### src/sv/dfr_pkg.sv
`default_nettype none

package dfr_pkg;

    // Default frame length limit (stored bytes including terminator)
    localparam int MAX_FRAME_DEFAULT = 1024;

    // Framing symbols
    localparam logic [7:0] SYM_DLE      = 8'h10;
    localparam logic [7:0] SYM_ETX      = 8'h03;
    localparam logic [7:0] SYM_SOH      = 8'h01;
    localparam logic [7:0] SYM_NUL      = 8'h00;
    localparam logic [7:0] SYM_SKIPMARK = 8'h2b;
    localparam logic [7:0] SYM_SKIPOK   = 8'h18;

    // Input beat kinds
    localparam logic MODE_BYTE    = 1'b0;
    localparam logic MODE_TIMEOUT = 1'b1;

    // Result beat kinds
    localparam logic KIND_DATA = 1'b0;
    localparam logic KIND_END  = 1'b1;

    // End-of-frame status codes
    typedef enum logic [2:0] {
        ST_OK         = 3'd0,
        ST_TOO_LONG   = 3'd1,
        ST_TOO_SHORT  = 3'd2,
        ST_BAD_HEADER = 3'd3,
        ST_CHECKSUM   = 3'd4,
        ST_BAD_ESCAPE = 3'd5,
        ST_TIMEOUT    = 3'd6
    } t_status;

    typedef struct packed {
        logic       mode;
        logic [7:0] rx_byte;
    } t_in_item;

    typedef struct packed {
        logic       kind;
        logic [7:0] data_byte;
        t_status    status;
        logic [9:0] payload_length;
        logic [7:0] command_echo;
        logic       stuffing_anomaly;
        logic       last;
    } t_out_item;

endpackage

`default_nettype wire

### src/sv/dle_frame_receiver.sv
// DLE/ETX reply frame receiver. Takes one received byte (or a timeout) per input
// beat, removes DLE stuffing and the byte after each 0x2b, checks the SOH NUL
// header and the 8-bit checksum, and emits each payload byte as it arrives
// followed by one end-of-frame status beat carrying status, payload length and
// the command echo. Throughput is one input beat per clock while the output
// is not stalled; a beat is held in the input register and its result is
// registered in the output register. Stalls on the output back up into the
// input stall. No clearing pass is needed after reset.
`default_nettype none

module dle_frame_receiver #(
    parameter int MAX_FRAME = dfr_pkg::MAX_FRAME_DEFAULT
) (
    input  wire logic               i_clk,
    input  wire logic               i_rst_n,
    input  wire logic               i_valid,
    output logic                    o_stall,
    input  wire dfr_pkg::t_in_item  i_item,
    output logic                    o_valid,
    input  wire logic               i_stall,
    output dfr_pkg::t_out_item      o_item
);
    import dfr_pkg::*;

    logic      in_valid;
    t_in_item  in_item;
    logic      advance;
    logic      out_free;
    logic      res_valid;
    t_out_item res;

    dfr_in_reg u_in_reg (
        .i_clk     (i_clk),
        .i_rst_n   (i_rst_n),
        .i_valid   (i_valid),
        .o_stall   (o_stall),
        .i_item    (i_item),
        .i_advance (advance),
        .o_valid   (in_valid),
        .o_item    (in_item)
    );

    dfr_core #(
        .MAX_FRAME (MAX_FRAME)
    ) u_core (
        .i_clk       (i_clk),
        .i_rst_n     (i_rst_n),
        .i_valid     (in_valid),
        .i_item      (in_item),
        .i_out_free  (out_free),
        .o_advance   (advance),
        .o_res_valid (res_valid),
        .o_res       (res)
    );

    dfr_out_reg u_out_reg (
        .i_clk   (i_clk),
        .i_rst_n (i_rst_n),
        .i_load  (advance && res_valid),
        .i_res   (res),
        .o_free  (out_free),
        .o_valid (o_valid),
        .i_stall (i_stall),
        .o_item  (o_item)
    );

endmodule

`default_nettype wire

### src/sv/dfr_in_reg.sv
`default_nettype none

module dfr_in_reg (
    input  wire logic              i_clk,
    input  wire logic              i_rst_n,
    input  wire logic              i_valid,
    output logic                   o_stall,
    input  wire dfr_pkg::t_in_item i_item,
    input  wire logic              i_advance,
    output logic                   o_valid,
    output dfr_pkg::t_in_item      o_item
);
    import dfr_pkg::*;

    logic     r_valid;
    t_in_item r_item;
    logic     load;

    // Hold the beat while the core cannot take it
    assign o_stall = r_valid && !i_advance;
    assign load    = i_valid && !o_stall;

    // Track occupancy
    always_ff @(posedge i_clk) begin
        if (!i_rst_n) begin
            r_valid <= 1'b0;
        end else begin
            r_valid <= load || (r_valid && !i_advance);
        end
    end

    // Capture the beat
    always_ff @(posedge i_clk) begin
        if (load) begin
            r_item <= i_item;
        end
    end

    assign o_valid = r_valid;
    assign o_item  = r_item;

endmodule

`default_nettype wire

### src/sv/dfr_core.sv
`default_nettype none

module dfr_core #(
    parameter int MAX_FRAME = dfr_pkg::MAX_FRAME_DEFAULT
) (
    input  wire logic              i_clk,
    input  wire logic              i_rst_n,
    input  wire logic              i_valid,
    input  wire dfr_pkg::t_in_item i_item,
    input  wire logic              i_out_free,
    output logic                   o_advance,
    output logic                   o_res_valid,
    output dfr_pkg::t_out_item     o_res
);
    import dfr_pkg::*;

    localparam int CW = $clog2(MAX_FRAME) + 1;

    // Frame state
    logic          r_esc,    n_esc;
    logic          r_skip,   n_skip;
    logic [CW-1:0] r_count,  n_count;
    logic [7:0]    r_sum,    n_sum;
    logic [7:0]    r_expect, n_expect;
    logic          r_hdr_ok, n_hdr_ok;
    logic [7:0]    r_echo,   n_echo;
    logic          r_anom,   n_anom;

    logic [7:0]    b;
    logic [CW-1:0] cnt_inc;
    logic [CW-1:0] emitted;
    logic [CW-1:0] plen;
    logic          keep_en;
    logic [CW-1:0] keep_idx;
    logic          fin_en;
    t_status       fin_status;

    assign o_advance = i_valid && i_out_free;
    assign b         = i_item.rx_byte;
    assign cnt_inc   = r_count + CW'(1);

    // Payload bytes emitted so far in this frame
    always_comb begin
        emitted = r_count - CW'(r_esc);
        plen    = (emitted > CW'(4)) ? emitted - CW'(4) : '0;
    end

    // Decode the beat and update the frame state
    always_comb begin
        n_esc       = r_esc;
        n_skip      = r_skip;
        n_count     = r_count;
        n_sum       = r_sum;
        n_expect    = r_expect;
        n_hdr_ok    = r_hdr_ok;
        n_echo      = r_echo;
        n_anom      = r_anom;
        keep_en     = 1'b0;
        keep_idx    = r_count;
        fin_en      = 1'b0;
        fin_status  = ST_OK;
        o_res_valid = 1'b0;
        o_res       = '0;

        if (i_item.mode == MODE_TIMEOUT) begin
            fin_en     = 1'b1;
            fin_status = ST_TIMEOUT;
        end else if (r_esc) begin
            if (b == SYM_DLE) begin
                // Escaped data DLE, already counted
                n_esc    = 1'b0;
                keep_en  = 1'b1;
                keep_idx = r_count - CW'(1);
            end else if (b == SYM_ETX) begin
                fin_en = 1'b1;
                if (cnt_inc >= CW'(MAX_FRAME)) begin
                    fin_status = ST_TOO_LONG;
                end else if (cnt_inc < CW'(6)) begin
                    fin_status = ST_TOO_SHORT;
                end else if (!r_hdr_ok) begin
                    fin_status = ST_BAD_HEADER;
                end else if (r_sum != r_expect) begin
                    fin_status = ST_CHECKSUM;
                end else begin
                    fin_status = ST_OK;
                end
            end else begin
                fin_en     = 1'b1;
                fin_status = ST_BAD_ESCAPE;
            end
        end else if (r_skip) begin
            // Drop the byte after the skip mark
            if (b != SYM_SKIPOK) begin
                n_anom = 1'b1;
            end
            n_skip = 1'b0;
        end else begin
            n_count = cnt_inc;
            if (cnt_inc >= CW'(MAX_FRAME)) begin
                fin_en     = 1'b1;
                fin_status = ST_TOO_LONG;
            end else if (b == SYM_DLE) begin
                n_esc = 1'b1;
            end else begin
                if (b == SYM_SKIPMARK) begin
                    n_skip = 1'b1;
                end
                keep_en  = 1'b1;
                keep_idx = r_count;
            end
        end

        // Apply a kept byte: header, checksum, echo, payload
        if (keep_en) begin
            if (keep_idx == CW'(0) && b != SYM_SOH) begin
                n_hdr_ok = 1'b0;
            end
            if (keep_idx == CW'(1) && b != SYM_NUL) begin
                n_hdr_ok = 1'b0;
            end
            if (keep_idx == CW'(2)) begin
                n_expect = b;
            end
            if (keep_idx >= CW'(3)) begin
                n_sum = r_sum + b;
            end
            if (keep_idx == CW'(3)) begin
                n_echo = b;
            end
            if (keep_idx >= CW'(4)) begin
                o_res_valid            = 1'b1;
                o_res.kind             = KIND_DATA;
                o_res.data_byte        = b;
                o_res.status           = ST_OK;
                o_res.payload_length   = '0;
                o_res.command_echo     = r_echo;
                o_res.stuffing_anomaly = r_anom;
                o_res.last             = 1'b0;
            end
        end

        // Close the frame and return to the idle frame state
        if (fin_en) begin
            o_res_valid            = 1'b1;
            o_res.kind             = KIND_END;
            o_res.data_byte        = '0;
            o_res.status           = fin_status;
            o_res.payload_length   = 10'(plen);
            o_res.command_echo     = r_echo;
            o_res.stuffing_anomaly = r_anom;
            o_res.last             = 1'b1;
            n_esc    = 1'b0;
            n_skip   = 1'b0;
            n_count  = '0;
            n_sum    = 8'd1;
            n_expect = '0;
            n_hdr_ok = 1'b1;
            n_echo   = '0;
            n_anom   = 1'b0;
        end
    end

    // Advance the frame state on each processed beat
    always_ff @(posedge i_clk) begin
        if (!i_rst_n) begin
            r_esc    <= 1'b0;
            r_skip   <= 1'b0;
            r_count  <= '0;
            r_sum    <= 8'd1;
            r_expect <= '0;
            r_hdr_ok <= 1'b1;
            r_echo   <= '0;
            r_anom   <= 1'b0;
        end else if (o_advance) begin
            r_esc    <= n_esc;
            r_skip   <= n_skip;
            r_count  <= n_count;
            r_sum    <= n_sum;
            r_expect <= n_expect;
            r_hdr_ok <= n_hdr_ok;
            r_echo   <= n_echo;
            r_anom   <= n_anom;
        end
    end

endmodule

`default_nettype wire

### src/sv/dfr_out_reg.sv
`default_nettype none

module dfr_out_reg (
    input  wire logic               i_clk,
    input  wire logic               i_rst_n,
    input  wire logic               i_load,
    input  wire dfr_pkg::t_out_item i_res,
    output logic                    o_free,
    output logic                    o_valid,
    input  wire logic               i_stall,
    output dfr_pkg::t_out_item      o_item
);
    import dfr_pkg::*;

    logic      r_valid;
    t_out_item r_item;

    // Slot opens when empty or being taken this cycle
    assign o_free = !r_valid || !i_stall;

    always_ff @(posedge i_clk) begin
        if (!i_rst_n) begin
            r_valid <= 1'b0;
        end else if (o_free) begin
            r_valid <= i_load;
        end
    end

    // Hold the result until taken
    always_ff @(posedge i_clk) begin
        if (o_free && i_load) begin
            r_item <= i_res;
        end
    end

    assign o_valid = r_valid;
    assign o_item  = r_item;

endmodule

`default_nettype wire

### config.mk
export PLATFORM = sky130hd
export DESIGN_NAME = dle_frame_receiver
export DESIGN_NICKNAME = d
export VERILOG_FILES = /design/src/sv/dfr_pkg.sv /design/src/sv/dle_frame_receiver.sv /design/src/sv/dfr_in_reg.sv /design/src/sv/dfr_core.sv /design/src/sv/dfr_out_reg.sv
export SDC_FILE = /design/constraint.sdc
export NUM_CORES = 1
export LEC_CHECK = 0
export ABC_AREA = 1
export BUFFER_PORTS_ARGS = -buffer_cell sky130_fd_sc_hd__buf_2
export CORE_UTILIZATION = 64
export CTS_CLUSTER_DIAMETER = 120
export CTS_CLUSTER_SIZE = 8
export DETAILED_ROUTE_END_ITERATION = 7
export GPL_TIMING_DRIVEN = 0
export HOLD_SLACK_MARGIN = 0.15
export PLACE_DENSITY = 0.85
export SLEW_MARGIN = 20
export SYNTH_ARGS = -nofsm -noshare
export SYNTH_HDL_FRONTEND = slang
export SYNTH_SLANG_ARGS = --single-unit
### constraint.sdc
create_clock -name i_clk -period 4.2 [get_ports i_clk]
set_input_delay 0.42 -clock i_clk [delete_from_list [all_inputs] [get_ports i_clk]]
set_output_delay 0.42 -clock i_clk [all_outputs]
set_load 0.005 [all_outputs]
==> results_dict.tcl <==
set metrics [dict create \
    status "complete, no violations" \
    postLayoutCellArea_um2 5320 \
    vias 4298 \
    synth_area_leaders "edfxtp_1 (25%), dfxtp_1 (17%), nand2_1 (8.6%)" \
    place.port_buffers 45 \
    totalPowerFinal_mw 1.69 \
    setup_tns_ns 0 \
    syn_area_per_cell_um2 7.97 \
    seq_area_frac_synth 0.426 \
    route.detailed.vias_per_inst 5.69 \
    clk_latency_ns 0.37 \
    pre_cts_setup_slack_ns 0.900 \
    cts_htree_levels 3 \
    reg2reg_depth 14 \
    fin_hold_ws_ns 0.230 \
    finalCriticalPeriod_ns 3.67 \
    arrival_time_worst_endpoint_ns 3.49 \
    antenna_left 0 \
    rsz0062_at_grt "no" \
    data_required_time_of_the_worst_path_ns 4.02 \
    crit-reg2reg-launch "u_in_reg.o_item[1]" \
    place_area_um2 5100 \
    timing.setup.critical_path_class "reg2reg" \
    report.final.hold_viol_count 0 \
    slowest_delay_ns 0.76 \
    post_synth_instance_area_um2 4750 \
    placeableCoreArea_um2 7210 \
    area_growth_syn_to_layout_pct 12.0 \
    hold_path_depth 1 \
    antenna_found_initial 0 \
    clk_tree_root_cell "clkbuf_8" \
    hold_class "in2reg" \
    drt-wirelength-per-cell_um 14.5 \
    max_freq_mhz 272 \
    grt_pass1_wl_um 17600 \
    cp_top_family "simple AND/OR/NAND/NOR gates" \
    tritoncts "yes" \
    placed_cells 740 \
    initial_drc_count 492 \
    gr-total-overflow 0 \
    ios 47 \
    cp_slowest_cell "clkinv_1" \
    critical_path.cell_chain "nor2_2 > nand2_2 > nor2_4 > nand2_4 > nor2_4 > nand3_2 > a21oi_2 > nand2_2 > nor2_4 > nand2_1 > nand2_4 > nand2_2 > nand2_1 > clkinv_1" \
    antenna-diode-count 0 \
    grt_start_max_net_pins 32 \
    ir_worst_vdd_mv 0.242 \
    post-route-util 0.738 \
    max_clock_buf_depth 2 \
    num-nets-final 679 \
    drc 0 \
    max-cap-violations 0 \
    final_layout_size_suffix_gt1_frac 0.175 \
    synth-edff-count 40 \
    floorplan_die_width_um 88.1 \
    worst_setup_path_start_kind "flop" \
    die_area_um2 7770 \
    reg2reg_to "u_out_reg.o_item[11]" \
    core.rowCount 31 \
    hold_path.startpoint "i_item[4]" \
    synth.distinct_cells 39 \
    first_global_vias 3721 \
    regToRegSetupSlack_ns 0.53 \
    fp.dieH_um 88.1 \
    cellPowerDensity_nw_per_um2 318 \
    cts_repair_resize_count 0 \
    p_leak_nw 2.44 \
    cts_sink_count 81 \
    syn_inst 596 \
    slew_headroom 0.370 \
    share_of_the_clock_period_used_by_the_worst_path_after_layout 0.875 \
    setup.worst_path.end_class "flop" \
    initial_utilization 0.658 \
    final.setup_skew_ns 0.0127 \
    drtPass1Iterations 5 \
    dp_hpwl_um 8360 \
    worstHoldEndpoint "u_in_reg.o_item[4]" \
    worst-slew-pin-transition_ns 0.940 \
    ys_async_sr_fraction 0 \
    clkTransAtPathRegs_ns 0.08 \
    post_cts_buffers 0 \
    gpl.final_weighted_congestion 0.950 \
    synth_largest_type_area_fraction 0.253 \
    final.setup.worst_slack_ns 0.526 \
    postRouteWirelength_um 11000 \
    finalSetupViolCount 0 \
    synth_fp_nets 623 \
    cp.buffers_inverters 1 \
    layout.cells.non_filler 756 \
    synth_area_leader_cell "edfxtp_1" \
    crit_path_max_fanout 31 \
    grt_usage 0.300 \
    drv_slew 0 \
    cts_buffer_count 9 \
    synth_seq_cells 81 \
    synth-main-ff-cell "dfxtp_1" \
    cts-hold-fix-buffers 0 \
    synth.yosys.warnings 0 \
]
-- logic make-up after synthesis --
| kind of cell | count (synthesis) | share of synthesized area |
|---|---|---|
| flops | 81 | 0.426 |
| fa+ha+maj | 14 | 0.0385 |
| xor+xnor | 27 | 0.0498 |
| compound gates | 68 | 0.0835 |
| buf+inv | 86 | 0.0822 |
| simple gates | 320 | 0.320 |
-- registers in the layout (all words and copies together), names as in the netlist, 8 cells and up --
| register | count |
|---|---|
| u_out_reg.o_item | 31 |
| u_core.r_echo | 8 |
| u_core.r_count | 11 |
| u_core.r_sum | 8 |
| u_in_reg.o_item | 9 |
| u_core.r_expect | 8 |
-- cell usage after synthesis, types with 4 or more instances --
master     number
a21oi_1        42
a2bb2oi_1       4
buf_2           9
buf_6           7
dfxtp_1        41
edfxtp_1       40
ha_1           13
inv_1          63
nand2_1       109
nand2_2         8
nand2_4         4
nand3_1        45
nand3b_1        7
nand4_1        25
nor2_1         93
nor2_4          6
nor3_1          9
o21ai_0        10
or2_2           5
xnor2_1         5
xor2_1         22
-- cell usage in the layout, fill, tap and decap left out, types with 9 or more instances in the layout --
cell type    n
nand2_1    109
nor2_1      93
inv_1       62
buf_2       54
nand3_1     45
a21oi_1     42
dfxtp_1     41
edfxtp_1    40
nand4_1     25
xor2_1      22
ha_1        13
o21ai_0     10
nor3_1       9
clkbuf_8     9
-- report_power, final --
| part | switching, mW | internal, mW |
|---|---|---|
| registers | 0.0230 | 0.855 |
| logic | 0.121 | 0.0707 |
| clock network | 0.304 | 0.321 |
-- cell type report --
class	count	area, um2
Multi-Input combinational cell	429	2340
Sequential cell	81	2020
Fill cell	592	1890
Inverter	66	248
Timing Repair Buffer	45	225
Clock buffer	10	149
Buffer	20	143
Tap cell	99	124
Clock inverter	6	73.8
-- worst max-delay path by stage --
stage | start | end | slack [ns] | cells past startpoint
after floorplan | u_in_reg.o_item[1] | u_out_reg.o_item[0] | 1.42 | 15
after global placement | u_in_reg.o_item[1] | u_out_reg.o_item[24] | 0.97 | 15
after detailed placement | u_in_reg.o_item[1] | u_out_reg.o_item[17] | 0.90 | 15
final | u_in_reg.o_item[1] | u_out_reg.o_item[11] | 0.53 | 14
after global routing | u_in_reg.o_item[1] | u_out_reg.o_item[11] | 0.20 | 14
after CTS | u_in_reg.o_item[1] | u_out_reg.o_item[17] | 0.89 | 15
-- routing by layer --
layer,global-route usage,vias up,share of wire
met4,0.114,0,0.020
met1,0.427,1989,0.45
met3,0.0339,25,0.073
met5,0,-,0
met2,0.473,200,0.45
li1,-,2084,-
(Power assumes the default switching activity.)
